--- src/hdl/tsg_pkg.sv ---
// Package for the transient shaper gain core: sizes, register codes, item and
// configuration types, and the log2 and exp2 interpolation tables.
// Depends on nothing; every other file imports it.
`default_nettype none

package tsg_pkg;

  localparam int SAMPLE_BITS     = 24;
  localparam int LOG_TABLE_DEPTH = 64;
  localparam int COEF_FRAC_BITS  = 32;
  localparam int ENV_BITS        = 48;
  localparam int ENV_SHIFT       = ENV_BITS - SAMPLE_BITS;
  localparam int COEF_W          = COEF_FRAC_BITS + 1;
  localparam int TAB_IDX_W       = $clog2(LOG_TABLE_DEPTH + 1);
  localparam int CFG_INDEX_W     = 3;
  localparam int CFG_DATA_W      = 33;

  // Register indexes of the configuration port.
  localparam logic [CFG_INDEX_W-1:0] REG_MID_COEF  = 3'd0;
  localparam logic [CFG_INDEX_W-1:0] REG_FAST_COEF = 3'd1;
  localparam logic [CFG_INDEX_W-1:0] REG_SLOW_COEF = 3'd2;
  localparam logic [CFG_INDEX_W-1:0] REG_ATTACK    = 3'd3;
  localparam logic [CFG_INDEX_W-1:0] REG_SUSTAIN   = 3'd4;
  localparam logic [CFG_INDEX_W-1:0] REG_GAIN      = 3'd5;
  localparam logic [CFG_INDEX_W-1:0] REG_MONO      = 3'd6;

  typedef struct packed {
    logic signed [SAMPLE_BITS-1:0] left;
    logic signed [SAMPLE_BITS-1:0] right;
    logic [SAMPLE_BITS-1:0]        mag;
  } item_t;

  typedef struct packed {
    logic [2:0][COEF_W-1:0] coef;      // mid, fast, slow
    logic signed [15:0]     attack;
    logic signed [16:0]     sustain;
    logic [17:0]            gain;
    logic                   mono;
  } cfg_t;

  typedef logic [31:0] tab_t [0:LOG_TABLE_DEPTH];

  // Integer square root, used only while the tables are built.
  function automatic longint unsigned isqrt64(longint unsigned x);
    longint unsigned res;
    longint unsigned bitv;
    longint unsigned xv;
    res  = 0;
    bitv = 64'd1 << 62;
    xv   = x;
    while (bitv > xv) bitv = bitv >> 2;
    while (bitv != 0) begin
      if (xv >= res + bitv) begin
        xv  = xv - (res + bitv);
        res = (res >> 1) + bitv;
      end else begin
        res = res >> 1;
      end
      bitv = bitv >> 2;
    end
    return res;
  endfunction

  // Log table: floor(log2(1 + i/D) * 2^16) by repeated squaring.
  function automatic tab_t build_log_tab();
    tab_t            tab;
    longint unsigned m;
    logic [31:0]     y;
    for (int i = 0; i < LOG_TABLE_DEPTH; i++) begin
      m = (longint'(LOG_TABLE_DEPTH + i) << 30) / LOG_TABLE_DEPTH;
      y = '0;
      for (int k = 15; k >= 0; k--) begin
        m = (m * m) >> 30;
        if (m >= (64'd2 << 30)) begin
          m    = m >> 1;
          y[k] = 1'b1;
        end
      end
      tab[i] = y;
    end
    tab[LOG_TABLE_DEPTH] = 32'd65536;
    return tab;
  endfunction

  // Exp table: 2^(i/D) in Q2.30 from products of 2^(2^-k).
  function automatic tab_t build_exp_tab();
    tab_t            tab;
    longint unsigned root [1:16];
    longint unsigned f16;
    longint unsigned r;
    root[1] = isqrt64(64'd1 << 61);
    for (int k = 2; k <= 16; k++) root[k] = isqrt64(root[k-1] << 30);
    for (int i = 0; i < LOG_TABLE_DEPTH; i++) begin
      f16 = (longint'(i) << 16) / LOG_TABLE_DEPTH;
      r   = 64'd1 << 30;
      for (int k = 1; k <= 16; k++) begin
        if (((f16 >> (16 - k)) & 64'd1) != 0) r = (r * root[k]) >> 30;
      end
      tab[i] = r[31:0];
    end
    tab[LOG_TABLE_DEPTH] = 32'h8000_0000;
    return tab;
  endfunction

  localparam tab_t LOG_TAB = build_log_tab();
  localparam tab_t EXP_TAB = build_exp_tab();

endpackage

`default_nettype wire

--- src/hdl/tsg_front.sv ---
// Front stage: accepts a sample request, forms the envelope input magnitude
// and hands the item to the queue. Depends on tsg_pkg.
`default_nettype none

module tsg_front import tsg_pkg::*; (
  input  wire logic                          clk,
  input  wire logic                          rst_n,
  input  wire logic                          mono,
  input  wire logic                          in_valid,
  output logic                               in_ready,
  input  wire logic signed [SAMPLE_BITS-1:0] in_left_sample,
  input  wire logic signed [SAMPLE_BITS-1:0] in_right_sample,
  input  wire logic                          q_full,
  output logic                               q_push,
  output item_t                              q_item
);

  logic  valid_r;
  item_t item_r;
  item_t item_nxt;
  logic [SAMPLE_BITS-1:0] mag_l;
  logic [SAMPLE_BITS-1:0] mag_r;

  // Magnitudes of both channels; the right one is ignored in mono.
  always_comb begin
    mag_l = in_left_sample[SAMPLE_BITS-1] ? SAMPLE_BITS'(-in_left_sample)
                                          : SAMPLE_BITS'(in_left_sample);
    mag_r = in_right_sample[SAMPLE_BITS-1] ? SAMPLE_BITS'(-in_right_sample)
                                           : SAMPLE_BITS'(in_right_sample);
    item_nxt.left  = in_left_sample;
    item_nxt.right = in_right_sample;
    item_nxt.mag   = (mono || mag_l >= mag_r) ? mag_l : mag_r;
  end

  assign q_push   = valid_r && !q_full;
  assign in_ready = !valid_r || !q_full;
  assign q_item   = item_r;

  // Holding register in front of the queue.
  always_ff @(posedge clk) begin
    if (!rst_n) begin
      valid_r <= 1'b0;
    end else begin
      if (in_valid && in_ready) begin
        valid_r <= 1'b1;
        item_r  <= item_nxt;
      end else if (q_push) begin
        valid_r <= 1'b0;
      end
    end
  end

endmodule

`default_nettype wire

--- config.mk ---
export PLATFORM = sky130hd
export DESIGN_NAME = tsg_front
export DESIGN_NICKNAME = d
export VERILOG_FILES = /design/src/hdl/tsg_pkg.sv /design/src/hdl/tsg_front.sv
export SDC_FILE = /design/constraint.sdc
export NUM_CORES = 1
export LEC_CHECK = 0
export ABC_AREA = 1
export BUFFER_PORTS_ARGS = -buffer_cell sky130_fd_sc_hd__buf_2
export CAP_MARGIN = 20
export CORE_MARGIN = 5
export CORE_UTILIZATION = 53
export DETAILED_ROUTE_END_ITERATION = 10
export HOLD_SLACK_MARGIN = 0.06
export PLACE_DENSITY = 0.8
export SKIP_LAST_GASP = 1
export SYNTH_ARGS = -nofsm -noshare
export SYNTH_HDL_FRONTEND = slang
export SYNTH_SLANG_ARGS = --single-unit
--- constraint.sdc ---
create_clock -name clk -period 6.7 [get_ports clk]
set_input_delay 1.675 -clock clk [delete_from_list [all_inputs] [get_ports clk]]
set_output_delay 1.675 -clock clk [all_outputs]
set_load 0.01 [all_outputs]
; Word-level counts from Yosys, hierarchy flattened
; Cells that the tools add are included.
[word_totals]
regBits = 73
inputBits = 53
output_inout_bits = 74
wordCells = 20
[classes]
add_sub_neg = 2
magnitude_cmp = 1
mux = 5
reduce_logical = 8
[op_table]
columns = cell, n
row1 = 24-bit 2-to-1 mux, 3
row2 = 24-bit negation, 2
row3 = 24-bit >= comparator, 1
row4 = 1-bit logical AND, 2
row5 = 1-bit zero test, 2
row6 = 1-bit logical OR, 2
row7 = 1-bit 2-to-1 mux, 2
row8 = 2-bit AND reduction, 1
row9 = 2-bit nonzero test, 1

; Depth between registers and ports, before layout
[logic_depth]
ltp_word = 5
mapped_depth = 22

; Least setup slack after synthesis
; No wires, ideal clock.
[synth_path]
path_kind = input-to-reg
start = in q_full
end = reg item_r (netlist bit q_item[0]), enable pin
setup_ns = 0.502
t_arrival_ns = 4.902
t_required_ns = 6.198
path_slack_ns = 1.296
stages = 3
path_cell_list = nand2_1 > nand2_1 > nor2_1
[synth_via]
elab_chain_len = 4
[synth_lines]
columns = item, line_no
row1 = "start, declared", tsg_front.sv:13  ; input wire logic q_full,
row2 = 1-bit zero test, tsg_front.sv:36  ; assign in_ready = !valid_r || !q_full;
row3 = 1-bit logical OR, tsg_front.sv:36
row4 = 1-bit logical AND, tsg_front.sv:44  ; if (in_valid && in_ready) begin
row5 = 2-bit AND reduction (no source line), -
row6 = "end signal, assigned", tsg_front.sv:46  ; item_r <= item_nxt;
row7 = "end, declared", tsg_front.sv:19  ; item_t item_r;
; Every way passes these cells.
; A chain may end at the register's enable or synchronous reset.

==> out/metrics.cfg <==
[setup_path]
cpMostUsedCell=nand2_1
r2r_start=valid_r
ff2ff_setup_slack_ns=4.48
critPathKind=in2reg
worst_path_dominant_cell_family=simple AND/OR/NAND/NOR gates
path_buf_inv=4
crit_path_start_kind=input pin
r2r_end=q_item[16]
arrival_ns=4.43
cp_cell_sequence=buf_2 > inv_1 > ha_1 > nand3_1 > nor2_1 > nand3_1 > nand2_1 > nand3_1 > nand2_1 > inv_1 > ha_1 > nand2_1 > inv_1 > nand2_1 > nand2_1 > nand2_1 > nand2_1 > a21oi_4 > nand2_4 > nand2_1 > nand2_1
crit_start=in_right_sample[0]
critPathCaptureType=flop
reg2regPathDepth=4
slowest_stage=a21oi_4
crit_end=q_item[22]
cp.required_ns=6.81
max_stage_delay_ns=0.41
crit_cells=21
crit_path_max_fanout=24

[synthesis]
syn_inst=574
yosysTopAreaCell=edfxtp_1
syn_area_per_cell_sq_um=8.04
synth_area_leaders=edfxtp_1 (47%), nand2_1 (17%), ha_1 (7.0%)
synth_seq_cells=73
yosys_warnings=0
ys_seq_area_share_pct=47.3
synthDistinctLibCells=30
syn_area_sq_mm=0.00461
synth.net_count=653
post-synth-top-area-fraction_pct=46.9

[timing]
slew_headroom_pct=33.2
timing.final.ws_setup_ns=2.38
post-route-min-period_ns=4.32
setup_tns_ns=0
fin_crit_sh_pct=64.5
fin_skew_ns=0.00580
rsz0062_at_grt=false
whs_ns=0.506
fmax_mhz=231
setup_violations=0
worstMarginPinSlew_ns=1.00
final_hold_viol_count=0
slew_violations=0

[layout]
utilization_pct=64.8
area_delta_synth_final_pct=20.6
drive_gt1_share_pct=21.6
fin_area_sq_mm=0.00557
finalNonFillerCells=815
layout.nets=781
n_fill_cell=738
diodes=0

[global_routing]
grt.overflow.total=0
grt_pass1_wl_microns=17700
grt_max_degree=38
antenna_found_initial=0
grt_usage_pct=21.3
grt_pass1_vias=3900

[power_and_ir_drop]
p_per_area_mw_per_mm2=216
power.total_mw=1.20
irDropWorstVdd_v=0.000141
power_leakage_nw=2.81

[detailed_routing]
drc=0
wl_per_cell_microns=13.9
vias=4179
met3_length_microns=958
wirelength_met1_microns=4960
totalWireLength_microns=11300
firstDrtPassIters=5
drt_iter0_markers=257
vias_per_cell=5.13
routed.top_layer=met4
postRouteAntennaNets=0
wl_met2_microns=5230

[die]
die_w_microns=103
pin_count=127
core_area_sq_mm=0.00859
die_h_microns=103
dieArea_sq_mm=0.0107
start_util_pct=53.7
rows=34

[clock_network]
cts-resized-gates=0
hold_buffers=0
cts_root_buffer=clkbuf_8
cts_buffers=9
clockBufferDepth=2
post-cts-setup-buffers=0
clk_latency_ns=0.35
h-tree-depth=3
cts_tree=built
cts.sinks=73
clkTransAtPathRegs_ns=0.08

[place]
io_buffers=126
dp_slack_ns=2.06
place_congestion=0.870
placed_cell_area_sq_mm=0.00533
place_inst=799
dpl.hpwl_microns=8790

[flow_run]
cap_violations=0

[status]
outcome=completed

[min_path]
hp-class=reg2reg
holdPathStages=2

-- worst reg2reg max path: stages (launching register included) --
cell and delay (ns):
dfxtp_1 0.32, nand2_1 0.08, nand2_1 0.10, nor2_4 0.76, buf_4 0.58
-- cell type report --
class	instances	area [sq um]	share of cell area (%)
Multi-Input combinational cell	411	2080	37.3
Inverter	80	300	5.40
Clock buffer	10	128	2.29
Clock inverter	6	106	1.91
Sequential cell	73	2180	39.2
Timing Repair Buffer	127	638	11.5
Tap cell	108	135	2.43
-- registers in the layout, summed over array words and instances, names as in the netlist --
name     count
valid_r      1
q_item      72
-- synth_stat cells, drive strengths merged --
cell and n:
nand4 5, o211ai 1, a21oi 10, and2 1
buf 9, nor2 52, clkbuf 1, nand3 60
edfxtp 72, clkinv 1, dfxtp 1, or2 1
inv 79, xnor2 3, o21ai 19, o31ai 1
nand2 212, ha 26, nand3b 8, xor2 12
-- report_power, final --
| group | total, mW | switching, mW | internal (mW) |
|---|---|---|---|
| combinational | 0.248 | 0.162 | 0.0859 |
| sequential | 0.540 | 0.00572 | 0.534 |
| clock | 0.413 | 0.167 | 0.246 |
| total | 1.20 | 0.335 | 0.866 |
-- per-layer routing --
metal / vias to the layer above / global-route usage [%]
li1: 2117 / -
met1: 1876 / 28.8
met2: 167 / 34.4
met3: 19 / 4.49
met4: 0 / 6.77
met5: - / 0
-- layout by cell type (no fill, tap or decap), types with 5 or more instances in the layout --
cell type,netlist,routed
nand4_1,5,5
o21ai_0,17,17
nand2_1,209,209
clkbuf_8,0,9
nand3b_1,8,8
a21oi_1,9,9
xor2_1,12,12
inv_1,78,78
ha_1,26,26
nand3_1,57,57
buf_2,6,126
nor2_1,49,48
edfxtp_1,72,72
-- worst min path at each step --
stage / start / end / slack [ns]
2_1_floorplan: valid_r / valid_r / 0.54
3_3_place_gp: valid_r / valid_r / 0.49
3_5_place_dp: valid_r / valid_r / 0.50
4_1_cts: valid_r / valid_r / 0.51
5_1_grt: valid_r / valid_r / 0.58
6_report: valid_r / valid_r / 0.51
-- logic make-up after synthesis --
group / Yosys count / share of synthesized area [%]
adders and majority gates: 26 / 7.05
DFF: 73 / 47.3
buffers and inverters: 90 / 7.89
and+or+nand+nor: 339 / 31.2
AOI/OAI and AO/OA: 31 / 3.71
xor gates and xnor gates: 15 / 2.85
Note: power is estimated with default switching activity, not from simulation.
