### src/hdl/tsg_pkg.sv
// Package for the transient shaper gain core: sizes, register codes, item and
// configuration types, and the log2 and exp2 interpolation tables.
// Depends on nothing; every other file imports it.
`default_nettype none

package tsg_pkg;

  localparam int SAMPLE_BITS     = 24;
  localparam int LOG_TABLE_DEPTH = 64;
  localparam int COEF_FRAC_BITS  = 32;
  localparam int ENV_BITS        = 48;
  localparam int ENV_SHIFT       = ENV_BITS - SAMPLE_BITS;
  localparam int COEF_W          = COEF_FRAC_BITS + 1;
  localparam int TAB_IDX_W       = $clog2(LOG_TABLE_DEPTH + 1);
  localparam int CFG_INDEX_W     = 3;
  localparam int CFG_DATA_W      = 33;

  // Register indexes of the configuration port.
  localparam logic [CFG_INDEX_W-1:0] REG_MID_COEF  = 3'd0;
  localparam logic [CFG_INDEX_W-1:0] REG_FAST_COEF = 3'd1;
  localparam logic [CFG_INDEX_W-1:0] REG_SLOW_COEF = 3'd2;
  localparam logic [CFG_INDEX_W-1:0] REG_ATTACK    = 3'd3;
  localparam logic [CFG_INDEX_W-1:0] REG_SUSTAIN   = 3'd4;
  localparam logic [CFG_INDEX_W-1:0] REG_GAIN      = 3'd5;
  localparam logic [CFG_INDEX_W-1:0] REG_MONO      = 3'd6;

  typedef struct packed {
    logic signed [SAMPLE_BITS-1:0] left;
    logic signed [SAMPLE_BITS-1:0] right;
    logic [SAMPLE_BITS-1:0]        mag;
  } item_t;

  typedef struct packed {
    logic [2:0][COEF_W-1:0] coef;      // mid, fast, slow
    logic signed [15:0]     attack;
    logic signed [16:0]     sustain;
    logic [17:0]            gain;
    logic                   mono;
  } cfg_t;

  typedef logic [31:0] tab_t [0:LOG_TABLE_DEPTH];

  // Integer square root, used only while the tables are built.
  function automatic longint unsigned isqrt64(longint unsigned x);
    longint unsigned res;
    longint unsigned bitv;
    longint unsigned xv;
    res  = 0;
    bitv = 64'd1 << 62;
    xv   = x;
    while (bitv > xv) bitv = bitv >> 2;
    while (bitv != 0) begin
      if (xv >= res + bitv) begin
        xv  = xv - (res + bitv);
        res = (res >> 1) + bitv;
      end else begin
        res = res >> 1;
      end
      bitv = bitv >> 2;
    end
    return res;
  endfunction

  // Log table: floor(log2(1 + i/D) * 2^16) by repeated squaring.
  function automatic tab_t build_log_tab();
    tab_t            tab;
    longint unsigned m;
    logic [31:0]     y;
    for (int i = 0; i < LOG_TABLE_DEPTH; i++) begin
      m = (longint'(LOG_TABLE_DEPTH + i) << 30) / LOG_TABLE_DEPTH;
      y = '0;
      for (int k = 15; k >= 0; k--) begin
        m = (m * m) >> 30;
        if (m >= (64'd2 << 30)) begin
          m    = m >> 1;
          y[k] = 1'b1;
        end
      end
      tab[i] = y;
    end
    tab[LOG_TABLE_DEPTH] = 32'd65536;
    return tab;
  endfunction

  // Exp table: 2^(i/D) in Q2.30 from products of 2^(2^-k).
  function automatic tab_t build_exp_tab();
    tab_t            tab;
    longint unsigned root [1:16];
    longint unsigned f16;
    longint unsigned r;
    root[1] = isqrt64(64'd1 << 61);
    for (int k = 2; k <= 16; k++) root[k] = isqrt64(root[k-1] << 30);
    for (int i = 0; i < LOG_TABLE_DEPTH; i++) begin
      f16 = (longint'(i) << 16) / LOG_TABLE_DEPTH;
      r   = 64'd1 << 30;
      for (int k = 1; k <= 16; k++) begin
        if (((f16 >> (16 - k)) & 64'd1) != 0) r = (r * root[k]) >> 30;
      end
      tab[i] = r[31:0];
    end
    tab[LOG_TABLE_DEPTH] = 32'h8000_0000;
    return tab;
  endfunction

  localparam tab_t LOG_TAB = build_log_tab();
  localparam tab_t EXP_TAB = build_exp_tab();

endpackage

`default_nettype wire

### src/hdl/tsg_queue.sv
// Two-entry queue between the front stage and the gain sequencer.
// Depends on tsg_pkg for the item type.
`default_nettype none

module tsg_queue import tsg_pkg::*; (
  input  wire logic  clk,
  input  wire logic  rst_n,
  input  wire logic  push,
  input  item_t      push_item,
  output logic       full,
  input  wire logic  pop,
  output logic       q_valid,
  output item_t      q_item
);

  item_t      slot_r [2];
  logic       wr_ptr_r;
  logic       rd_ptr_r;
  logic [1:0] count_r;

  assign full    = (count_r == 2'd2);
  assign q_valid = (count_r != 2'd0);
  assign q_item  = slot_r[rd_ptr_r];

  // Pointer and fill count update.
  always_ff @(posedge clk) begin
    if (!rst_n) begin
      wr_ptr_r <= 1'b0;
      rd_ptr_r <= 1'b0;
      count_r  <= 2'd0;
    end else begin
      if (push) begin
        slot_r[wr_ptr_r] <= push_item;
        wr_ptr_r         <= !wr_ptr_r;
      end
      if (pop) rd_ptr_r <= !rd_ptr_r;
      count_r <= count_r + 2'(push) - 2'(pop);
    end
  end

  a_count_max: assert property (@(posedge clk) disable iff (!rst_n) count_r <= 2'd2)
    else $error("queue count out of range");
  a_no_overflow: assert property (@(posedge clk) disable iff (!rst_n)
    push |-> (count_r != 2'd2))
    else $error("push into full queue");

endmodule

`default_nettype wire

### config.mk
export PLATFORM = sky130hd
export DESIGN_NAME = tsg_queue
export DESIGN_NICKNAME = d
export VERILOG_FILES = /design/src/hdl/tsg_pkg.sv /design/src/hdl/tsg_queue.sv
export SDC_FILE = /design/constraint.sdc
export NUM_CORES = 1
export LEC_CHECK = 0
export BUFFER_PORTS_ARGS = -buffer_cell sky130_fd_sc_hd__buf_2
export CORE_MARGIN = 2
export CORE_UTILIZATION = 30
export DETAILED_ROUTE_END_ITERATION = 10
export GPL_ROUTABILITY_DRIVEN = 0
export PLACE_DENSITY_LB_ADDON = 0.25
export SLEW_MARGIN = 15
export SYNTH_ARGS = -nofsm -noshare
export SYNTH_HDL_FRONTEND = slang
export SYNTH_SLANG_ARGS = --single-unit
### constraint.sdc
create_clock -name clk -period 8.5 [get_ports clk]
set_clock_uncertainty 0.1 [all_clocks]
set_input_delay 0.425 -clock clk [delete_from_list [all_inputs] [get_ports clk]]
set_output_delay 0.425 -clock clk [all_outputs]
set_load 0.02 [all_outputs]
# Word level (Yosys, flattened, before mapping)
# Memory sizes are Yosys's and may differ from the RTL's. A register that Yosys moved wholly into a read port is not among the register bits.
# Cells that the tools add are included.
[word_totals]
ramBits = 144
regBits = 4
inputBits = 76
word_cells = 15
n_memories = 1
out_inout_bits = 74
[classes]
add_sub_neg = 2
n_eq_ne = 1
reduce_logical = 3
muxes = 5
[mem_list]
columns = ["name", "words", "word_bits", "read_ports", "rd_clocked_by_memory_dff", "write_ports", "line_no", "rtl"]
rows = [
  ["slot_r", 2, 72, 1, 1, 1, "tsg_queue.sv:16", "item_t slot_r [2];"],
]
[ops]
columns = ["cell", "count"]
rows = [
  ["$mux 1", 5],
  ["$add 2x1->2", 1],
  ["$eq 2x2->1 const B", 1],
  ["$logic_not 1->1", 2],
  ["$reduce_bool 2->1", 1],
  ["$sub 2x1->2", 1],
]

# Longest topological paths before layout
# Gate-level depths: netlist of the first run.
[depth]
depth_word = 3
mapped_depth = 6
mapped_depth_nobuf = 6

# Worst setup path after synthesis of the first run
# Ideal clock, no wire load.
[synth_path]
path_type = "input to register"
start = "input port rst_n"
end = "memory slot_r[0][0] (netlist name) (enable)"
t_arrival_ns = 3.509
n_path_buf = 0
cell_stages = 2
t_required_ns = 7.895
setup_slack_ns = 4.387
cell_sequence = "nand2_1 -> nor2_1"
[synth_via]
elab_chain_cells = 2
[synth_rtl]
columns = ["item", "line_no", "rtl"]
rows = [
  ["from (decl)", "tsg_queue.sv:7", "input wire logic rst_n,"],
  ["$mux 1", "tsg_queue.sv:27", "if (!rst_n) begin"],
  ["$mux 1 (implied by the code)", "tsg_queue.sv:33", "slot_r[wr_ptr_r] <= push_item;"],
  ["to (decl)", "tsg_queue.sv:16", ""],
]
# No other way between the ends.

==> results of run 1 <==
[sequential cells by signal (all words and copies together), names as in the netlist, named ones only]
register and flops:
wr_ptr_r 1, slot_r 144, count_r 2, rd_ptr_r 1
[worst max-delay path: stages (launching register included)]
cell and delay [ps]:
dfxtp_4 710, buf_4 790, mux2_2 420, buf_2 160
[cell families after synthesis]
logic type | Yosys count
xor gates and xnor gates | 3
and+or+nand+nor | 10
adders and majority gates | 2
DFF | 149
buffers and inverters | 10
muxes | 72
[how the worst min path moves through the flow]
stage / startpoint / end / slack (ps) / cells after the start
5_1_grt: push_item[14] / slot_r[0][14] / 70 / 1
4_1_cts: push_item[62] / slot_r[0][62] / 70 / 1
2_1_floorplan: push_item[0] / slot_r[0][0] / 420 / 0
6_report: push_item[62] / slot_r[0][62] / 90 / 1
3_5_place_dp: rd_ptr_r / rd_ptr_r / 480 / 2
3_3_place_gp: rd_ptr_r / rd_ptr_r / 480 / 2
[layer usage]
layer | up-vias | part of all wire (%) | global-route usage, %
li1 | 1290 | - | -
met1 | 1388 | 41 | 12.0
met2 | 83 | 51 | 17.7
met3 | 8 | 6.3 | 4.06
met4 | 0 | 1.4 | 4.85
met5 | - | 0 | 0
[through the flow]
step | power, mW | area (sq um)
2_1_floorplan | 1.02 | 5780
3_3_place_gp | 1.07 | 6730
3_5_place_dp | 1.07 | 6730
4_1_cts | 1.77 | 7270
5_1_grt | 1.82 | 7270
6_report | 1.74 | 7270
[cell type report]
cell class	instances	area, sq um	area share [%]
sequential	149	4430	60.9
multi-input combinational	87	1210	16.6
timing repair buffer	151	761	10.5
clock buffer	19	433	5.95
tap	260	325	4.47
clock inverter	13	109	1.50
inverter	2	7.51	0.103
[power by group]
part	internal [mW]	switching [mW]	leakage (nW)
Clock	0.400	0.287	0.254
Combinational	0.0946	0.103	1.21
Sequential	0.840	0.0158	1.36
[cell usage in the layout, fill, tap and decap left out, types with 3 or more instances in the layout]
master	instances
and2_1	4
buf_2	149
clkbuf_16	17
clkinv_2	3
clkinvlp_4	4
dfxtp_1	4
edfxtp_1	144
mux2_4	70
==> summary.txt, run 1 <==
Yosys
  – Top cell type's share of synthesized area: 74.8%
  – Post-synthesis compound-gate area fraction: 0%
  – Synth Net Count: 324
  – Post-synthesis mux area share: 18.6%
  – Asr flop ratio synth: 0%
  – Area of the mapped netlist: 0.00578 sq mm
  – Register area share after synthesis: 76.6%
  – Post-Synthesis Cells: 246
  – Synth top area cells: edfxtp_1 (75%), mux2_4 (18%), buf_12 (2.4%), dfxtp_1 (1.7%), and2_1 (0.43%)
  – Synth Flop Type: edfxtp_1
  – Post-Synth Simple-Gate Area: 0.996%
  – Syn_area_per_cell: 23.5 sq um
  – Number of synthesized flops with an enable pin: 144
  – Adder-cell area share of the yosys netlist: 0.433%
  – Synth Warn #: 0
  – Cell with the most instances after synthesis: edfxtp_1
  – Xor/xnor share of the synthesized area: 0.693%
  – Main combinational cell family by area after synthesis: multiplexers
  – Synthesized flop and latch total: 149
  – Leading area contributor after synthesis: edfxtp_1
  – Yosys cell types: 16
  – Synth cell count leaders: edfxtp_1 (144), mux2_4 (70), buf_12 (7)

Global routing
  – Initial antenna violation count: 0
  – Remaining Overflow, GRT: 0
  – First-pass GRT wire length: 15700 um
  – Vias in the first global route: 2953
  – GRT Util Overall: 10.6%
  – Largest net degree at the start of global routing: 73

Clock tree
  – Worst skew pair latency: 410 ps
  – Post-CTS Repair Setup Buffers: 0
  – H-Tree Depth: 4
  – Clock-pin slew on the worst setup and hold paths: 60 ps
  – CTS Buffer Depth: 2
  – CTS Buf Count: 17
  – Hold Buf Count CTS: 0
  – Post-CTS resize count: 0
  – Root Driver: clkbuf_16
  – CTS sink count: 149
  – CTS tree: built

Power
  – Max rail drop VDD: 129 uV
  – P_leak: 2.82 nW
  – PwrDens: 239 mW/mm^2

Die
  – Initial Util: 30.7%
  – Die area: 0.0204 sq mm
  – Core area: 0.0188 sq mm
  – Top-level port count: 150
  – Die Wd: 143 um
  – Cell Rows: 50
  – Die Ht: 143 um

Timing
  – Max Freq: 0.328 GHz
  – Fin Setup TNS: 0 ps
  – Fin worst setup slack: 5450 ps
  – Slew @ Worst Pin: 1050 ps
  – RSZ-0062 raised after global routing: no
  – Final hold violations: 0
  – Setup-violating endpoint count in the final report: 0
  – Fin crit share: 35.9%
  – Max Slew Vio Count: 0
  – Worst hold slack: 94.2 ps
  – Max transition margin: 29.7%
  – Tmin final: 3050 ps

Worst setup path
  – Worst Path Arrival: 2530 ps
  – Crit Path Class: reg -> out
  – Reg2Reg Depth: 2
  – Crit path capture type: output pin
  – Req. time, crit path: 7980 ps
  – R2R Setup Slk: 6480 ps
  – Reg2Reg Capture Point: slot_r[0][1]
  – Worst setup path endpoint: q_item[71]
  – Crit Path Max Fanout: 45
  – Worst R2R Start: wr_ptr_r
  – Worst Setup Start Kind: register

Finish
  – # diodes: 0
  – Cell Count, Final, Fillers Out: 681
  – Final Util: 38.6%
  – Synthesis-to-layout area growth: 25.8%
  – Share of cells above drive strength 1: 60.6%
  – Nets@finish: 486
  – Fill cell count: 1776

Place
  – Port-buffer cells: 149
  – Hpwl dp: 6510 um
  – Cell total after placement: 649
  – Post-place setup slack: 5830 ps

Min path
  – Min-delay worst type: in -> reg

Flow run
  – Max Cap Viol: 0

Drt
  – Detailed Routing Iterations Pass 1: 4
  – Routed vias/inst: 4.07
  – Vias post-DR: 2769
  – Routed wire length: 10400 um
  – Iter 0 DRT Violations: 102
  – Post-route DRC: 0
  – Antenna viol nets, final: 0
  – DR WL/cell: 15.3 um

Run status
  – Status: finished, final reports clean
Power figures use the tool's default switching activity.
==> inputs of run 2 (changes only) <==
Clock period 8.5 ns to 2.79 ns, I/O delays scaled along.
==> summary.txt, run 2 (same netlist as run 1, synthesis figures left out) <==
Global routing
  – Largest net degree at the start of global routing: 73 (unchanged)
  – Vias in the first global route: 3201 (was 2953)
  – Remaining Overflow, GRT: 0 (unchanged)
  – Initial antenna violation count: 1 (was 0)
  – First-pass GRT wire length: 16400 um (was 15700 um)
  – GRT Util Overall: 10.9% (was 10.6%)

Worst setup path
  – R2R Setup Slk: 1090 ps (was 6480 ps)
  – Reg2Reg Capture Point: slot_r[1][0] (was slot_r[0][1])
  – Req. time, crit path: 2550 ps (was 7980 ps)
  – Crit Path Max Fanout: 72 (was 45)
  – Worst Path Arrival: 1780 ps (was 2530 ps)
  – Reg2Reg Depth: 2 (unchanged)
  – Crit path capture type: output pin (unchanged)
  – Worst Setup Start Kind: register (unchanged)
  – Worst R2R Start: wr_ptr_r (unchanged)
  – Worst setup path endpoint: q_item[0] (was q_item[71])
  – Crit Path Class: reg -> out (unchanged)

Finish
  – Synthesis-to-layout area growth: 39.7% (was 25.8%)
  – Fill cell count: 1727 (was 1776)
  – Commonest non-fill, non-tap cell in the layout: buf_2 (unchanged)
  – Max reg flops: 144 (unchanged)
  – Reg with most FFs: slot_r (unchanged)
  – Final instance area: 0.00807 sq mm (was 0.00727 sq mm)
  – Nets@finish: 563 (was 486)
  – Share of cells above drive strength 1: 51.3% (was 60.6%)
  – Most frequent cells in the layout: buf_2 (149), edfxtp_1 (144), dlygate4sd3_1 (75), mux2_4 (70), clkbuf_16 (17) (was buf_2 (149), edfxtp_1 (144), mux2_4 (70), clkbuf_16 (17))
  – Top flop regs: slot_r (144), count_r (2) (unchanged)

Timing
  – Max transition margin: 60.1% (was 29.7%)
  – Max Slew Vio Count: 0 (unchanged)
  – Fin worst setup slack: 773 ps (was 5450 ps)
  – Setup-violating endpoint count in the final report: 0 (unchanged)
  – RSZ-0062 raised after global routing: no (unchanged)
  – Slew @ Worst Pin: 598 ps (was 1050 ps)
  – Max Freq: 0.496 GHz
  – Tmin final: 2020 ps
  – Fin Setup TNS: 0 ps (unchanged)
  – Final hold violations: 0 (unchanged)
  – Fin crit share: 72.3%

Die
  – Die area: 0.0204 sq mm (unchanged)
  – Die Wd: 143 um (unchanged)
  – Top-level port count: 150 (unchanged)
  – Die Ht: 143 um (unchanged)
  – Core area: 0.0188 sq mm (unchanged)
  – Cell Rows: 50 (unchanged)
  – Initial Util: 30.7% (unchanged)

Clock tree
  – CTS Buffer Depth: 2 (unchanged)
  – CTS tree: built (unchanged)
  – Clock-pin slew on the worst setup and hold paths: 60 ps (about the same)
  – CTS sink count: 149 (unchanged)
  – H-Tree Depth: 4 (unchanged)
  – Root Driver: clkbuf_16 (unchanged)
  – CTS Buf Count: 17 (unchanged)
  – Worst skew pair latency: 400 ps (was 410 ps)

Drt
  – Vias post-DR: 3008 (was 2769)
  – Iter 0 DRT Violations: 100 (was 102)
  – DR WL/cell: 14.4 um (was 15.3 um)
  – Detailed Routing Iterations Pass 1: 4 (unchanged)
  – Antenna viol nets, final: 0 (unchanged)
  – Routed wire length: 10900 um (was 10400 um)
  – Routed vias/inst: 3.97 (was 4.07)
  – Post-route DRC: 0 (unchanged)

Flow run
  – Max Cap Viol: 0 (unchanged)

Power
  – P_leak: 3.17 nW (was 2.82 nW)
  – Max rail drop VDD: 453 uV (was 129 uV)
  – PwrDens: 674 mW/mm^2 (was 239 mW/mm^2)

Place
  – Port-buffer cells: 149 (unchanged)
  – DP Area: 0.00677 sq mm (was 0.00673 sq mm)
  – Post-place setup slack: 1040 ps (was 5830 ps)

Min path
  – Min-delay worst type: in -> reg (unchanged)
  – HP Start: push (was push_item[62])

Run status
  – Status: finished, final reports clean (unchanged)
run 2: per-stage QoR:
step | hold slack (ps) | util [%] | instances | total power [mW]
after floorplan | 138 | - | 246 | 3.10
after global placement | 228 | 36.0 | 651 | 3.26
after detailed placement | 231 | 36.0 | 651 | 3.28
after CTS | 30.5 | 42.9 | 757 | 5.53
after global routing | 55.4 | 42.9 | 757 | 5.67
final | 44.7 | 42.9 | 758 | 5.44
run 2: cell type report:
| type | instances | area [sq um] | share of cell area (%) |
|---|---|---|---|
| sequential | 149 | 4430 | 54.9 |
| clock buffer | 20 | 437 | 5.41 |
| timing repair buffer | 228 | 1550 | 19.2 |
| inverter | 2 | 7.51 | 0.0930 |
| multi-input combinational | 87 | 1210 | 15.0 |
| antenna | 1 | 2.50 | 0.0310 |
| clock inverter | 11 | 111 | 1.38 |
| tap | 260 | 325 | 4.03 |
run 2: worst min-delay path by stage:
stage                          endpoint  depth (start not counted)  slack (ps)
after floorplan            slot_r[0][0]                          0         140
after global placement    slot_r[0][35]                          1         230
after detailed placement  slot_r[1][55]                          1         230
after CTS                      wr_ptr_r                          3          30
after global routing           wr_ptr_r                          3          60
final                          wr_ptr_r                          3          40
run 2: timing repair:
item                                   4_1_cts  5_1_grt
gates resized for setup                      0        0
endpoints found under the hold margin      149        0
hold buffers                                75        0
setup buffers                                0        0
setup endpoints to repair                    0        0
run 2: report_power, final:
| part | switching [mW] | internal, mW |
|---|---|---|
| Sequential | 0.0267 | 2.56 |
| Combinational | 0.353 | 0.363 |
| Clock | 0.838 | 1.30 |
| Total | 1.22 | 4.22 |
run 2: per-layer routing:
metal | up-vias | global-route usage [%] | wire, um
met4 | 0 | 3.44 | 92
met3 | 6 | 4.66 | 625
met1 | 1462 | 12.6 | 4700
met2 | 94 | 18.2 | 5490
met5 | - | 0 | 0
li1 | 1446 | - | -
run 2: worst max-delay path, cell delays in order, from the launching register on:
cell     delay, ps
dfxtp_4        350
buf_12         460
mux2_2         400
buf_2          160
==> inputs of run 3 (changes only) <==
Clock period 2.79 ns to 1.85 ns, I/O delays scaled along.
==> summary.txt, run 3 (same netlist as run 1, synthesis figures left out) <==
Run status
  – Status: finished, final reports clean (unchanged)

Die
  – Initial Util: 30.7% (unchanged)
  – Die area: 0.0204 sq mm (unchanged)
  – Core area: 0.0188 sq mm (unchanged)
  – Die Ht: 143 um (unchanged)
  – Cell Rows: 50 (unchanged)
  – Top-level port count: 150 (unchanged)
  – Die Wd: 143 um (unchanged)

Finish
  – Commonest non-fill, non-tap cell in the layout: buf_2 (unchanged)
  – Most frequent cells in the layout: buf_2 (149), edfxtp_1 (144), dlygate4sd3_1 (76), mux2_4 (70), clkbuf_16 (17) (was buf_2 (149), edfxtp_1 (144), dlygate4sd3_1 (75), mux2_4 (70), clkbuf_16 (17))
  – Share of cells above drive strength 1: 51.3% (about the same)
  – Fill cell count: 1689 (was 1727)
  – Max reg flops: 144 (unchanged)
  – Top flop regs: slot_r (144), count_r (2) (unchanged)
  – Reg with most FFs: slot_r (unchanged)
  – Synthesis-to-layout area growth: 41.3% (was 39.7%)
  – Nets@finish: 568 (was 563)

Clock tree
  – Clock-pin slew on the worst setup and hold paths: 60 ps (about the same)
  – CTS tree: built (unchanged)
  – CTS Buf Count: 17 (unchanged)
  – H-Tree Depth: 4 (unchanged)
  – CTS sink count: 149 (unchanged)
  – Root Driver: clkbuf_16 (unchanged)
  – CTS Buffer Depth: 2 (unchanged)
  – Worst skew pair latency: 410 ps (was 400 ps)

Timing
  – Max Slew Vio Count: 0 (unchanged)
  – Final hold violations: 0 (unchanged)
  – Fin worst setup slack: 108 ps (was 773 ps)
  – Setup-violating endpoint count in the final report: 0 (unchanged)
  – Max transition margin: 77.3% (was 60.1%)
  – RSZ-0062 raised after global routing: no (unchanged)
  – Fin crit share: 94.2%
  – Worst hold slack: 298 ps (was 44.7 ps)
  – Slew @ Worst Pin: 340 ps (was 598 ps)
  – Max Freq: 0.574 GHz
  – Tmin final: 1740 ps

Drt
  – Routed vias/inst: 4.04 (was 3.97)
  – Post-route DRC: 0 (unchanged)
  – Detailed Routing Iterations Pass 1: 4 (unchanged)
  – Vias post-DR: 3086 (was 3008)
  – Routed wire length: 10700 um (was 10900 um)
  – Iter 0 DRT Violations: 112 (was 100)
  – DR WL/cell: 14.0 um (was 14.4 um)
  – Antenna viol nets, final: 0 (unchanged)

Worst setup path
  – Worst Path Arrival: 1550 ps (was 1780 ps)
  – Crit Path Max Fanout: 29 (was 72)
  – Req. time, crit path: 1660 ps (was 2550 ps)
  – Crit Path Class: reg -> out (unchanged)
  – Worst Setup Start Kind: register (unchanged)
  – Reg2Reg Depth: 6 (was 2)
  – Crit path capture type: output pin (unchanged)

Place
  – Post-place setup slack: 354 ps (was 1040 ps)
  – Hpwl dp: 6790 um
  – Port-buffer cells: 149 (unchanged)

Global routing
  – Initial antenna violation count: 1 (unchanged)
  – Remaining Overflow, GRT: 0 (unchanged)
  – Largest net degree at the start of global routing: 56 (was 73)
  – GRT Util Overall: 10.9% (about the same)
  – First-pass GRT wire length: 16600 um (was 16400 um)
  – Vias in the first global route: 3290 (was 3201)

Min path
  – Min-delay worst type: in -> reg (unchanged)
  – WHS Path Cells: 2 (was 3)

Power
  – Max rail drop VDD: 602 uV (was 453 uV)
  – PwrDens: 1010 mW/mm^2 (was 674 mW/mm^2)
  – Total power: 8.22 mW (was 5.44 mW)
  – P_leak: 3.21 nW (was 3.17 nW)

Flow run
  – Max Cap Viol: 0 (unchanged)
run 3: changes by cell type in the layout (fill, tap and decap cells not counted):
cell,previous run,this run
dlygate4sd3_1,75,76
clkinv_2,4,3
inv_6,0,1
buf_6,0,1
clkinvlp_4,2,0
buf_12,2,6
dfxtp_2,0,1
buf_4,2,1
dfxtp_1,4,3
clkinv_1,2,5
run 3: per-layer routing:
metal | track usage (%) | part of all wire, % | vias to the layer above
met1 | 12.1 | 42 | 1520
met3 | 3.96 | 5.1 | 8
met5 | 0 | 0 | -
li1 | - | - | 1464
met4 | 4.69 | 1.2 | 0
met2 | 19.0 | 52 | 94
run 3: area by class of cell:
type	instances	area (sq um)	area share, %
Clock inverter	12	111	1.36
Tap cell	260	325	3.98
Antenna cell	1	2.50	0.0306
Clock buffer	20	437	5.35
Multi-Input combinational cell	87	1210	14.8
Sequential cell	149	4430	54.2
Inverter	2	7.51	0.0919
Timing Repair Buffer	233	1650	20.1
run 3: critical path: stages, from the launching register on:
cell and delay (ps):
dfxtp_4 380, buf_12 240, mux2_4 330, buf_2 170
run 3: path summary, 6_finish.rpt:
path,start,end,slack (ps)
setup / recovery,register,q_item[39],110
hold / removal,push_item[26],slot_r[0][26],300
setup reg to reg,count_r[0],count_r[1],350
hold reg to reg,rd_ptr_r,register,480
run 3: per-stage QoR:
stage / utilization (%) / cells / setup TNS, ps / area (sq um)
after floorplan: - / 246 / -3260 / 5790
after global placement: 36.4 / 655 / 0 / 6850
after detailed placement: 36.4 / 655 / 0 / 6850
after CTS: 43.3 / 763 / 0 / 8160
after global routing: 43.4 / 764 / 0 / 8170
final: 43.4 / 764 / 0 / 8170
run 3: what timing repair did:
action / 4_1_cts / 5_1_grt
endpoints found under the setup margin: 0 / 2
hold buffers: 76 / 0
resized for setup: 0 / 1
hold endpoints to repair: 149 / 0
setup buffers: 0 / 0
run 3: where the power goes:
group | total (mW) | internal, mW | switching, mW
clock | 3.21 | 1.96 | 1.25
combinational | 1.10 | 0.569 | 0.534
sequential | 3.90 | 3.86 | 0.0428
